File: src/sv/psfb_pkg.sv
// Package for the point set box fit block.
// Types, widths and register codes shared by the interfaces and modules.
package psfb_pkg;

  localparam int COORD_W  = 16;
  localparam int CANVAS_W = 13;
  localparam int MARGIN_W = 12;
  localparam int QUOT_W   = 13;
  localparam int PROD_W   = COORD_W + CANVAS_W;
  localparam int STEP_W   = $clog2(QUOT_W);
  localparam int CFG_IDX_W = 1;

  localparam logic [CFG_IDX_W-1:0] CFG_CANVAS = 1'b0;
  localparam logic [CFG_IDX_W-1:0] CFG_MARGIN = 1'b1;

  localparam logic [CANVAS_W-1:0] CANVAS_RESET = 13'd256;
  localparam logic [MARGIN_W-1:0] MARGIN_RESET = 12'd0;

  typedef enum logic [2:0] {
    ST_LOAD,
    ST_SETUP,
    ST_READ,
    ST_START,
    ST_DIV,
    ST_PUSH
  } fit_state_t;

  typedef enum logic [1:0] {
    DIV_IDLE,
    DIV_MUL,
    DIV_RUN
  } div_phase_t;

endpackage

File: src/sv/psfb_if.sv
// Valid/ready channels for input points and fitted points.
// Depends on psfb_pkg for coordinate width.
interface psfb_in_if;
  import psfb_pkg::*;
  logic                       valid;
  logic                       ready;
  logic signed [COORD_W-1:0]  point_x;
  logic signed [COORD_W-1:0]  point_y;
  logic                       final_point;
  modport source (output valid, point_x, point_y, final_point, input ready);
  modport sink   (input valid, point_x, point_y, final_point, output ready);
endinterface

interface psfb_out_if;
  import psfb_pkg::*;
  logic                       valid;
  logic                       ready;
  logic signed [COORD_W-1:0]  fitted_x;
  logic signed [COORD_W-1:0]  fitted_y;
  logic                       run_end;
  modport source (output valid, fitted_x, fitted_y, run_end, input ready);
  modport sink   (input valid, fitted_x, fitted_y, run_end, output ready);
endinterface

File: src/sv/psfb_store.sv
// Point memory: one write port, one read port, registered read data.
// Each entry holds an x,y pair; depends on psfb_pkg for coordinate width.
module psfb_store #(
  parameter int DEPTH = 64,
  parameter int AW    = 6
) (
  input  logic                       clk,
  input  logic                       we,
  input  logic [AW-1:0]              waddr,
  input  logic [2*psfb_pkg::COORD_W-1:0] wdata,
  input  logic                       re,
  input  logic [AW-1:0]              raddr,
  output logic [2*psfb_pkg::COORD_W-1:0] rdata
);
  import psfb_pkg::*;

  logic [2*COORD_W-1:0] mem [DEPTH];

  always_ff @(posedge clk) begin
    if (we) begin
      mem[waddr] <= wdata;
    end
  end

  always_ff @(posedge clk) begin
    if (re) begin
      rdata <= mem[raddr];
    end
  end

endmodule

File: src/sv/psfb_div.sv
// Scale unit: registered multiply of offset by box, then radix-2 restoring
// division by span, one quotient bit per cycle. Depends on psfb_pkg.
module psfb_div (
  input  logic                         clk,
  input  logic                         rst,
  input  logic                         start,
  input  logic [psfb_pkg::COORD_W-1:0]  offset,
  input  logic [psfb_pkg::QUOT_W-1:0]   box,
  input  logic [psfb_pkg::COORD_W-1:0]  span,
  output logic                         busy,
  output logic [psfb_pkg::QUOT_W-1:0]   quot
);
  import psfb_pkg::*;

  div_phase_t          phase, phase_next;
  logic [PROD_W-1:0]   prod;
  logic [COORD_W-1:0]  span_r;
  logic [COORD_W-1:0]  rem;
  logic [QUOT_W-1:0]   qsr;
  logic [STEP_W-1:0]   step;
  logic [COORD_W+1:0]  diff;
  logic                ge;
  logic [COORD_W-1:0]  rem_next;

  always_ff @(posedge clk) begin
    if (rst) begin
      phase <= DIV_IDLE;
    end else begin
      phase <= phase_next;
    end
  end

  always_comb begin
    phase_next = phase;
    case (phase)
      DIV_IDLE: if (start) phase_next = DIV_MUL;
      DIV_MUL:  phase_next = DIV_RUN;
      DIV_RUN:  if (step == STEP_W'(QUOT_W - 1)) phase_next = DIV_IDLE;
      default:  phase_next = DIV_IDLE;
    endcase
  end

  always_comb begin
    diff     = {1'b0, rem, qsr[QUOT_W-1]} - {2'b00, span_r};
    ge       = !diff[COORD_W+1];
    rem_next = ge ? diff[COORD_W-1:0] : {rem[COORD_W-2:0], qsr[QUOT_W-1]};
  end

  always_ff @(posedge clk) begin
    if (start && phase == DIV_IDLE) begin
      prod   <= PROD_W'(offset * box);
      span_r <= span;
    end
    if (phase == DIV_MUL) begin
      rem  <= prod[PROD_W-1:QUOT_W];
      qsr  <= prod[QUOT_W-1:0];
      step <= '0;
    end else if (phase == DIV_RUN) begin
      rem  <= rem_next;
      qsr  <= {qsr[QUOT_W-2:0], ge};
      step <= step + STEP_W'(1);
    end
  end

  assign busy = (phase != DIV_IDLE);
  assign quot = qsr;

endmodule

File: src/sv/point_set_fit_to_box_top.sv
// Top level of the point set box fit block: control, bounding box, output.
// Depends on psfb_pkg, psfb_if, psfb_store and psfb_div.
//
//   channel   dir   handshake           payload
//   points    in    valid/ready         point_x, point_y, final_point
//   fitted    out   valid/ready         fitted_x, fitted_y, run_end
//   cfg       in    cfg_we (no wait)    cfg_index, cfg_data
//
// Load takes one point per cycle while no emit pass runs. A final point leads
// to a setup state, then each fitted point goes through memory read, multiply
// and 13 divider quotient steps; a single stored point skips the divider.
// Reset clears control and config only; the point memory needs no clearing.
// A stalled output holds the emit pass; loading resumes once the last item
// sits in the output register.
module point_set_fit_to_box_top #(
  parameter int MAX_POINTS = 64
) (
  input  logic                              clk,
  input  logic                              rst,
  input  logic                              cfg_we,
  input  logic [psfb_pkg::CFG_IDX_W-1:0]    cfg_index,
  input  logic [psfb_pkg::CANVAS_W-1:0]     cfg_data,
  psfb_in_if.sink                           points,
  psfb_out_if.source                        fitted
);
  import psfb_pkg::*;

  localparam int AW = (MAX_POINTS > 1) ? $clog2(MAX_POINTS) : 1;
  localparam int CW = $clog2(MAX_POINTS + 1);

  fit_state_t                 state, state_next;
  logic [CANVAS_W-1:0]        canvas_size;
  logic [MARGIN_W-1:0]        border_margin;
  logic [CW-1:0]              count;
  logic signed [COORD_W-1:0]  low_x, high_x, low_y, high_y;
  logic [COORD_W-1:0]         span;
  logic [QUOT_W-1:0]          box;
  logic                       raw;
  logic [AW-1:0]              rd_idx;
  logic                       out_valid;

  logic                       in_acc, room, last;
  logic                       rd_en, div_start, out_load;
  logic [2*COORD_W-1:0]       rd_data;
  logic [COORD_W-1:0]         rd_x, rd_y, off_x, off_y;
  logic [QUOT_W-1:0]          quot_x, quot_y;
  logic                       busy_x, busy_y;
  logic [COORD_W-1:0]         w_x, w_y, span_next;
  logic signed [CANVAS_W+1:0] box_s;

  assign room   = (count < CW'(MAX_POINTS));
  assign in_acc = points.valid && points.ready;
  assign last   = ((CW'(rd_idx) + CW'(1)) == count);
  assign rd_x   = rd_data[2*COORD_W-1:COORD_W];
  assign rd_y   = rd_data[COORD_W-1:0];
  assign off_x  = COORD_W'(rd_x - low_x);
  assign off_y  = COORD_W'(rd_y - low_y);

  always_comb begin
    w_x = COORD_W'(high_x - low_x);
    w_y = COORD_W'(high_y - low_y);
    if (w_x == '0) w_x = COORD_W'(1);
    if (w_y == '0) w_y = COORD_W'(1);
    span_next = (w_x > w_y) ? w_x : w_y;
    box_s = $signed({2'b00, canvas_size}) - $signed({1'b0, border_margin, 1'b0});
  end

  psfb_store #(.DEPTH(MAX_POINTS), .AW(AW)) u_store (
    .clk   (clk),
    .we    (in_acc && room),
    .waddr (count[AW-1:0]),
    .wdata ({points.point_x, points.point_y}),
    .re    (rd_en),
    .raddr (rd_idx),
    .rdata (rd_data)
  );

  psfb_div u_div_x (
    .clk (clk), .rst (rst), .start (div_start), .offset (off_x),
    .box (box), .span (span), .busy (busy_x), .quot (quot_x)
  );

  psfb_div u_div_y (
    .clk (clk), .rst (rst), .start (div_start), .offset (off_y),
    .box (box), .span (span), .busy (busy_y), .quot (quot_y)
  );

  always_ff @(posedge clk) begin
    if (rst) begin
      state <= ST_LOAD;
    end else begin
      state <= state_next;
    end
  end

  always_comb begin
    state_next    = state;
    points.ready  = 1'b0;
    rd_en         = 1'b0;
    div_start     = 1'b0;
    out_load      = 1'b0;
    case (state)
      ST_LOAD: begin
        points.ready = 1'b1;
        if (points.valid && points.final_point) state_next = ST_SETUP;
      end
      ST_SETUP: state_next = ST_READ;
      ST_READ: begin
        rd_en      = 1'b1;
        state_next = ST_START;
      end
      ST_START: begin
        div_start  = !raw;
        state_next = raw ? ST_PUSH : ST_DIV;
      end
      ST_DIV: if (!busy_x) state_next = ST_PUSH;
      ST_PUSH: begin
        out_load = !out_valid || fitted.ready;
        if (out_load) state_next = last ? ST_LOAD : ST_READ;
      end
      default: state_next = ST_LOAD;
    endcase
  end

  always_ff @(posedge clk) begin
    if (rst) begin
      canvas_size   <= CANVAS_RESET;
      border_margin <= MARGIN_RESET;
    end else if (cfg_we) begin
      case (cfg_index)
        CFG_CANVAS: canvas_size   <= cfg_data;
        CFG_MARGIN: border_margin <= cfg_data[MARGIN_W-1:0];
        default: ;
      endcase
    end
  end

  always_ff @(posedge clk) begin
    if (rst) begin
      count <= '0;
    end else if (in_acc && room) begin
      count <= count + CW'(1);
    end else if (out_load && last) begin
      count <= '0;
    end
  end

  always_ff @(posedge clk) begin
    if (in_acc && room) begin
      if (count == '0) begin
        low_x  <= points.point_x;
        high_x <= points.point_x;
        low_y  <= points.point_y;
        high_y <= points.point_y;
      end else begin
        if (points.point_x < low_x)  low_x  <= points.point_x;
        if (points.point_x > high_x) high_x <= points.point_x;
        if (points.point_y < low_y)  low_y  <= points.point_y;
        if (points.point_y > high_y) high_y <= points.point_y;
      end
    end
    if (state == ST_SETUP) begin
      span   <= span_next;
      box    <= box_s[CANVAS_W+1] ? '0 : box_s[QUOT_W-1:0];
      raw    <= (count < CW'(2));
      rd_idx <= '0;
    end else if (out_load) begin
      rd_idx <= rd_idx + AW'(1);
    end
  end

  always_ff @(posedge clk) begin
    if (rst) begin
      out_valid <= 1'b0;
    end else if (out_load) begin
      out_valid <= 1'b1;
    end else if (fitted.ready) begin
      out_valid <= 1'b0;
    end
  end

  always_ff @(posedge clk) begin
    if (out_load) begin
      fitted.fitted_x <= raw ? rd_x
        : COORD_W'(QUOT_W'(border_margin) + quot_x) | COORD_W'(0);
      fitted.fitted_y <= raw ? rd_y
        : COORD_W'(QUOT_W'(border_margin) + quot_y) | COORD_W'(0);
      fitted.run_end  <= last;
    end
  end

  assign fitted.valid = out_valid;

  a_count_bound: assert property (@(posedge clk) disable iff (rst)
    count <= CW'(MAX_POINTS))
    else $error("point count above capacity");

  a_div_lockstep: assert property (@(posedge clk) disable iff (rst)
    busy_x == busy_y)
    else $error("x and y dividers out of step");

  a_emit_nonempty: assert property (@(posedge clk) disable iff (rst)
    (state != ST_LOAD && state != ST_SETUP) |-> (CW'(rd_idx) < count))
    else $error("emit index beyond stored points");

  a_no_load_when_emit: assert property (@(posedge clk) disable iff (rst)
    (state != ST_LOAD) |-> !points.ready)
    else $error("input taken during emit pass");

endmodule

File: src/flat_wrapper.sv
// flat-port wrapper written by rule: the top's interface ports become plain ports
module point_set_fit_to_box_top_flat import psfb_pkg::*;
#(
  parameter int MAX_POINTS = 64
)
  (clk, rst, cfg_we, cfg_index, cfg_data, points_valid, points_point_x, points_point_y, points_final_point, points_ready, fitted_valid, fitted_fitted_x, fitted_fitted_y, fitted_run_end, fitted_ready);
  psfb_in_if points_i ();
  psfb_out_if fitted_i ();
  input  logic clk;
  input  logic rst;
  input  logic cfg_we;
  input  logic [psfb_pkg::CFG_IDX_W-1:0] cfg_index;
  input  logic [psfb_pkg::CANVAS_W-1:0] cfg_data;
  input wire logic [$bits(points_i.valid)-1:0] points_valid;
  input wire logic [$bits(points_i.point_x)-1:0] points_point_x;
  input wire logic [$bits(points_i.point_y)-1:0] points_point_y;
  input wire logic [$bits(points_i.final_point)-1:0] points_final_point;
  output wire logic [$bits(points_i.ready)-1:0] points_ready;
  output wire logic [$bits(fitted_i.valid)-1:0] fitted_valid;
  output wire logic [$bits(fitted_i.fitted_x)-1:0] fitted_fitted_x;
  output wire logic [$bits(fitted_i.fitted_y)-1:0] fitted_fitted_y;
  output wire logic [$bits(fitted_i.run_end)-1:0] fitted_run_end;
  input wire logic [$bits(fitted_i.ready)-1:0] fitted_ready;
  assign points_i.valid = points_valid;
  assign points_i.point_x = points_point_x;
  assign points_i.point_y = points_point_y;
  assign points_i.final_point = points_final_point;
  assign points_ready = points_i.ready;
  assign fitted_valid = fitted_i.valid;
  assign fitted_fitted_x = fitted_i.fitted_x;
  assign fitted_fitted_y = fitted_i.fitted_y;
  assign fitted_run_end = fitted_i.run_end;
  assign fitted_i.ready = fitted_ready;
  point_set_fit_to_box_top #(.MAX_POINTS(MAX_POINTS)) u_core (.clk(clk), .rst(rst), .cfg_we(cfg_we), .cfg_index(cfg_index), .cfg_data(cfg_data), .points(points_i), .fitted(fitted_i));
endmodule
File: config.mk
export PLATFORM = sky130hd
export DESIGN_NAME = point_set_fit_to_box_top_flat
export DESIGN_NICKNAME = d
export VERILOG_FILES = /design/src/sv/psfb_pkg.sv /design/src/sv/psfb_if.sv /design/src/sv/psfb_store.sv /design/src/sv/psfb_div.sv /design/src/sv/point_set_fit_to_box_top.sv /design/src/flat_wrapper.sv
export SDC_FILE = /design/constraint.sdc
export NUM_CORES = 2
export LEC_CHECK = 0
export BUFFER_PORTS_ARGS = -buffer_cell sky130_fd_sc_hd__buf_2
export CORE_MARGIN = 2
export CORE_UTILIZATION = 50
export CTS_CLUSTER_SIZE = 20
export DETAILED_ROUTE_END_ITERATION = 10
export PLACE_DENSITY = 0.65
export SYNTH_ARGS = -nofsm -noshare
export SYNTH_HDL_FRONTEND = slang
export SYNTH_SLANG_ARGS = --single-unit
File: constraint.sdc
create_clock -name clk -period 9.2 [get_ports clk]
set_clock_uncertainty 0.15 [all_clocks]
set_input_delay 0.46 -clock clk [delete_from_list [all_inputs] [get_ports clk]]
set_output_delay 0.46 -clock clk [all_outputs]
set_load 0.02 [all_outputs]
**Yosys cells after proc, flatten, opt, wreduce, memory -nomap -nowiden**

Memory sizes are Yosys's and may differ from the RTL's. A register that Yosys moved wholly into a read port is not among the register bits.
Index checks and enable logic that the tools add are counted.

- Register bits: 329
- Bits in latches: 0
- RAM bits: 2048
- Memory bits (read-only): 0
- Word-level logic and storage cells: 151
- Memories: 1

Memory list:

| name | words | bits a word | rd ports | clocked after memory_dff | wr ports | line | RTL |
|---|---|---|---|---|---|---|---|
| u_core.u_store.mem | 64 | 32 | 1 | 1 | 1 | psfb_store.sv:17 | `logic [2*COORD_W-1:0] mem [DEPTH];` |

- $add $sub $neg: 14
- Multiply operators: 2
- Divide/modulo/power cells: 0
- $lt $le $gt $ge: 7
- Eq/ne operators: 19
- Shifts and indexed selects: 0
- Muxes and demuxes: 44
- Bitwise gates (word level): 1
- Reduce and logical (&&, ||, !) cells: 35

Operators by type and width:

| kind | number |
|---|---|
| $mux 16 | 19 |
| $sub 16x16->16 | 4 |
| $mul 16x13->29 | 2 |
| $mux 13 | 4 |
| $gt 16x16->1 | 3 |
| $sub 17x16->18 | 2 |
| $logic_not 16->1 | 2 |
| $lt 16x16->1 | 2 |
| $add 12x13->14 | 2 |
| $pmux 3 s6 | 1 |
| $reduce_bool 2->1 | 9 |
| $reduce_and 2->1 | 8 |
| $mux 7 | 2 |
| $sub 13x13->14 | 1 |
| $pmux 2 s3 | 2 |
| $mux 1 | 9 |
| $mux 3 | 3 |
| $add 4x1->4 const B | 2 |
| $eq 4x4->1 const B | 2 |
| $mux 2 | 4 |
| $ne 2x2->1 const B | 4 |
| $add 6x1->7 const B | 1 |
| $add 7x1->7 const B | 1 |
| $eq 7x7->1 | 1 |
| other kinds (17) | 32 |

**Logic depth before layout (Yosys ltp)**

- Depth after elaboration: 6
- Mapped depth: 31
- Depth with buffers taken out: 31

**Cells and area by module**

From an unflattened synthesis, not the netlist that was laid out.

- Cells, all modules: 6896
- Area total of the unflattened synthesis: 112974.6 um^2

Modules (own cells, without submodules):

| module | times used | cells an instance | area each (um^2) | sequential area each (um^2) |
|---|---|---|---|---|
| psfb_store | 1 | 3324 | 78835.6 | 62459.9 |
| point_set_fit_to_box_top | 1 | 1374 | 12833.6 | 4654.5 |
| psfb_div (u_core.u_div_y) | 1 | 1096 | 10684.0 | 2342.2 |
| psfb_div (u_core.u_div_x) | 1 | 1102 | 10621.4 | 2342.2 |

**Worst setup path after synthesis**

No wires, ideal clock.

- Path type: register -> register
- From: reg u_core.low_x[0]
- To: reg u_core.u_div_x.prod[25], data pin
- Library setup time: 0.260 ns
- Arrival: 7.019 ns
- Required time: 8.790 ns
- Slack: 1.771 ns
- Stages on the path, launching flop included: 30
- Buffers on the path: 0
- Clock period less this slack: 7.429 ns
- Cells stage by stage: edfxtp_1 > ha_1 > fa_1 > nor2b_1 > o21ai_1 > a21boi_1 > o21ai_2 > a211oi_2 > o31ai_1 > and4b_1 > or4b_1 > and2_1 > fa_1 > inv_1 > fa_1 > inv_1 > fa_1 > fa_1 > inv_1 > fa_1 > inv_1 > ha_1 > a21o_1 > a21o_1 > a21oi_1 > nand2_1 > o211a_1 > o311ai_0 > mux2i_1 > nand2_1

- Cells in the longest elaborated chain, start to end: 2

RTL lines:

| element | line | RTL |
|---|---|---|
| start: declaration | point_set_fit_to_box_top.sv:35 | `logic signed [COORD_W-1:0] low_x, high_x, low_y, high_y;` |
| start signal: assignment | point_set_fit_to_box_top.sv:151 | `low_x <= points.point_x;` |
| start signal: assignment | point_set_fit_to_box_top.sv:156 | `if (points.point_x < low_x) low_x <= points.point_x;` |
| $sub 16x16->16 | point_set_fit_to_box_top.sv:56 | `assign off_x = COORD_W'(rd_x - low_x);` |
| $mul 16x13->29 | psfb_div.sv:51 | `prod <= PROD_W'(offset * box);` |
| end signal: assignment | psfb_div.sv:51 |  |
| end: declaration | psfb_div.sv:16 | `logic [PROD_W-1:0] prod;` |

No other way between the ends.
A chain may end at the register's enable or synchronous reset.

**Worst setup path after layout**

Ends and elaborated chain as after synthesis.

==> results.md <==
- Outcome: finished, final reports clean
- Crit path DAT: 8.72 ns
- I/O Pins: 87
- Most frequent CP cell: fa_1
- Pre-Repair DR Iteration Count: 5
- Min-Delay Path Depth: 6
- Transition time of the tightest slew-check pin: 1.22 ns
- CTS Sinks: 2409
- FF/Latch Area: 71800 sq um
- Antenna violations before repair: 32
- Die Width: 479 um
- Worst r2r src: u_core.low_x[0]
- Drt wl/cell: 26.9 um
- Reg2reg end: u_core.u_div_x.prod[25]
- Initial Util: 50.3%
- Postcts setup bufs: 0
- First-pass GRT wire length: 402000 um
- Worst min path class: primary input to flop
- Post-synth EDFFs: 2355
- Slew headroom: 17.9%
- Die Y: 479 um
- Core box area: 225000 sq um
- Final Max Slew Viols: 0
- Yosys cell types: 87
- DR vias: 59720
- CP endpoint kind: flop
- Dominant cell type by area after synthesis: edfxtp_1
- Hold path start: points_final_point
- Asr flop ratio synth: 0%
- Final Net Count: 7584
- Area Overhead vs Synth: 11.7%
- Mapped Nets: 7332
- R2R cell count: 29
- Most used DFF post-synth: edfxtp_1
- DIE AREA: 230000 sq um
- DRC: 0
- CP max-delay cell: or4b_1
- CTS resizes: 0
- DR iter-0 viols: 5708
- Worst-path clk slew: 0.06 ns
- Post-route minimum period: 8.31 ns
- Top post-synthesis cells by area: edfxtp_1 (63%), mux4_2 (13%), fa_1 (5.6%)
- Ys Warns: 0
- Vias in the first global route: 61192
- Crit path max fanout: 13
- Kind of critical path: flop to flop
- Remaining antenna violation count: 0
- Inserted Clock Buffers: 236
- Yosys reg bits: 2409
- Clock Path Buffers: 3
- GPL Wtd Cong: 0.843
- Final setup vio count: 0
- # fillers: 17194
- MaxCap Viol Count: 0
- Largest net degree at the start of global routing: 122
- Largest stage delay, worst path: 0.69 ns
- CP Data Required Time: 9.60 ns
- Multi-input gate area: 38300 sq um
- Yosys top cell area share: 62.6%
- Setup TNS: 0 ns
- Via density: 5.95
- Peak Freq: 120 MHz
- Clk_lat worst skew: 0.91 ns
- Hold Violations, Final: 0
- Clock tree from TritonCTS: done
- Synth Cell Area: 113000 sq um
- Share of cells above drive strength 1: 20.7%
- Post-Route WL: 270000 um
- Grt ovf: 0
- GRT Total Usage: 23.7%
- HPWL after DPL: 171000 um
- R2r setup slk: 0.89 ns
- Final Cycle Share: 90.4%
- # rows: 174
- WHS Endpoint: u_core.state[0]
- Top-count cell post-synth: edfxtp_1
- Cell count after synthesis: 6596
- Startpoint Class: flop
- RSZ-0062 raised after global routing: no
- H-tree levels: 4
- Root Driver: clkbuf_16
- Most common library cells after synthesis: edfxtp_1 (2355), mux4_2 (672), inv_1 (579)
- Port Buf Inserts: 86
- CTS Hold Bufs: 53
- Sequential element share of the synthesized area: 63.5%
- Avg Inst Size Synth: 17.1 sq um
-- flip-flops by register name, summed over array words and instances (netlist names), 29 cells and up --
name,flops
u_core.u_store.rdata,32
u_core.u_div_x.prod,29
u_core.u_div_y.prod,29
u_core.u_store.mem,2048
-- final cells by class --
type                       instances  area share (%)
clock inverter                   142            1.27
inverter                         581            1.73
clock buffer                     298            4.90
multi-input combinational       3301            30.3
tap                             2992            2.97
sequential                      2409            56.9
antenna                            3         0.00595
timing repair buffer             319            1.91
-- worst max-delay path: cells and delay by family (launching register included) --
family          cells  cell delay, ns
compound gates     10            2.12
mux                 1            0.25
buf+inv             4            0.23
simple gates        6            1.50
fa+ha+maj           8            3.33
flops               1            0.42
-- metrics by stage --
stage	instance area, sq um	setup WS (ns)	instances	util, %	hold WS [ns]
4_1_cts	126000	0.861	10042	56.2	0.0458
3_3_place_gp	118000	1.01	9549	52.5	0.286
2_1_floorplan	113000	1.77	6596	-	0.271
5_1_grt	126000	0.403	10043	56.2	0.0956
6_report	126000	0.887	10045	56.2	0.0711
3_5_place_dp	118000	0.944	9549	52.5	0.296
-- layout by cell type, fill, tap and decap left out, drive strengths merged, types with 171 or more instances in the layout --
master,n
nand2,336
fa,317
clkbuf,298
nor2,213
inv,586
edfxtp,2355
ha,367
buf,266
mux4,672
and2,197
a21oi,171
-- how the worst max path moves through the flow --
stage | endpoint | startpoint | depth (start not counted)
2_1_floorplan | u_core.u_div_x.prod[25] | u_core.low_x[0] | 29
3_3_place_gp | u_core.u_div_x.prod[25] | u_core.low_x[0] | 29
3_5_place_dp | u_core.u_div_x.prod[25] | u_core.low_x[0] | 29
4_1_cts | u_core.u_div_x.prod[25] | u_core.low_x[0] | 29
5_1_grt | u_core.u_div_x.prod[25] | u_core.low_x[0] | 29
6_report | u_core.u_div_x.prod[25] | u_core.low_x[0] | 29
-- per-layer routing --
metal	vias up	routed length [um]	track usage [%]
li1	25730	-	-
met3	362	17400	3.33
met1	31658	112000	33.2
met2	1966	136000	40.1
met5	-	27	0
met4	4	5050	4.79
-- cell families (layout without fill, tap and decap cells) --
| family | Yosys count | count (layout) | share of synthesized area [%] |
|---|---|---|---|
| multiplexers | 759 | 759 | 14.2 |
| AO/OA/AOI/OAI | 551 | 551 | 3.16 |
| adder cells (fa/ha/maj) | 684 | 684 | 9.68 |
| other | 0 | 3 | 0 |
| flip-flops | 2409 | 2409 | 63.5 |
| XOR/XNOR | 144 | 144 | 1.12 |
| AND/OR/NAND/NOR | 1163 | 1163 | 5.23 |
| buffers and inverters | 886 | 1340 | 3.06 |
Power is left out: the tool's default activity adds up to more than one toggle a clock period on the data nets, which glitch-free logic cannot reach.
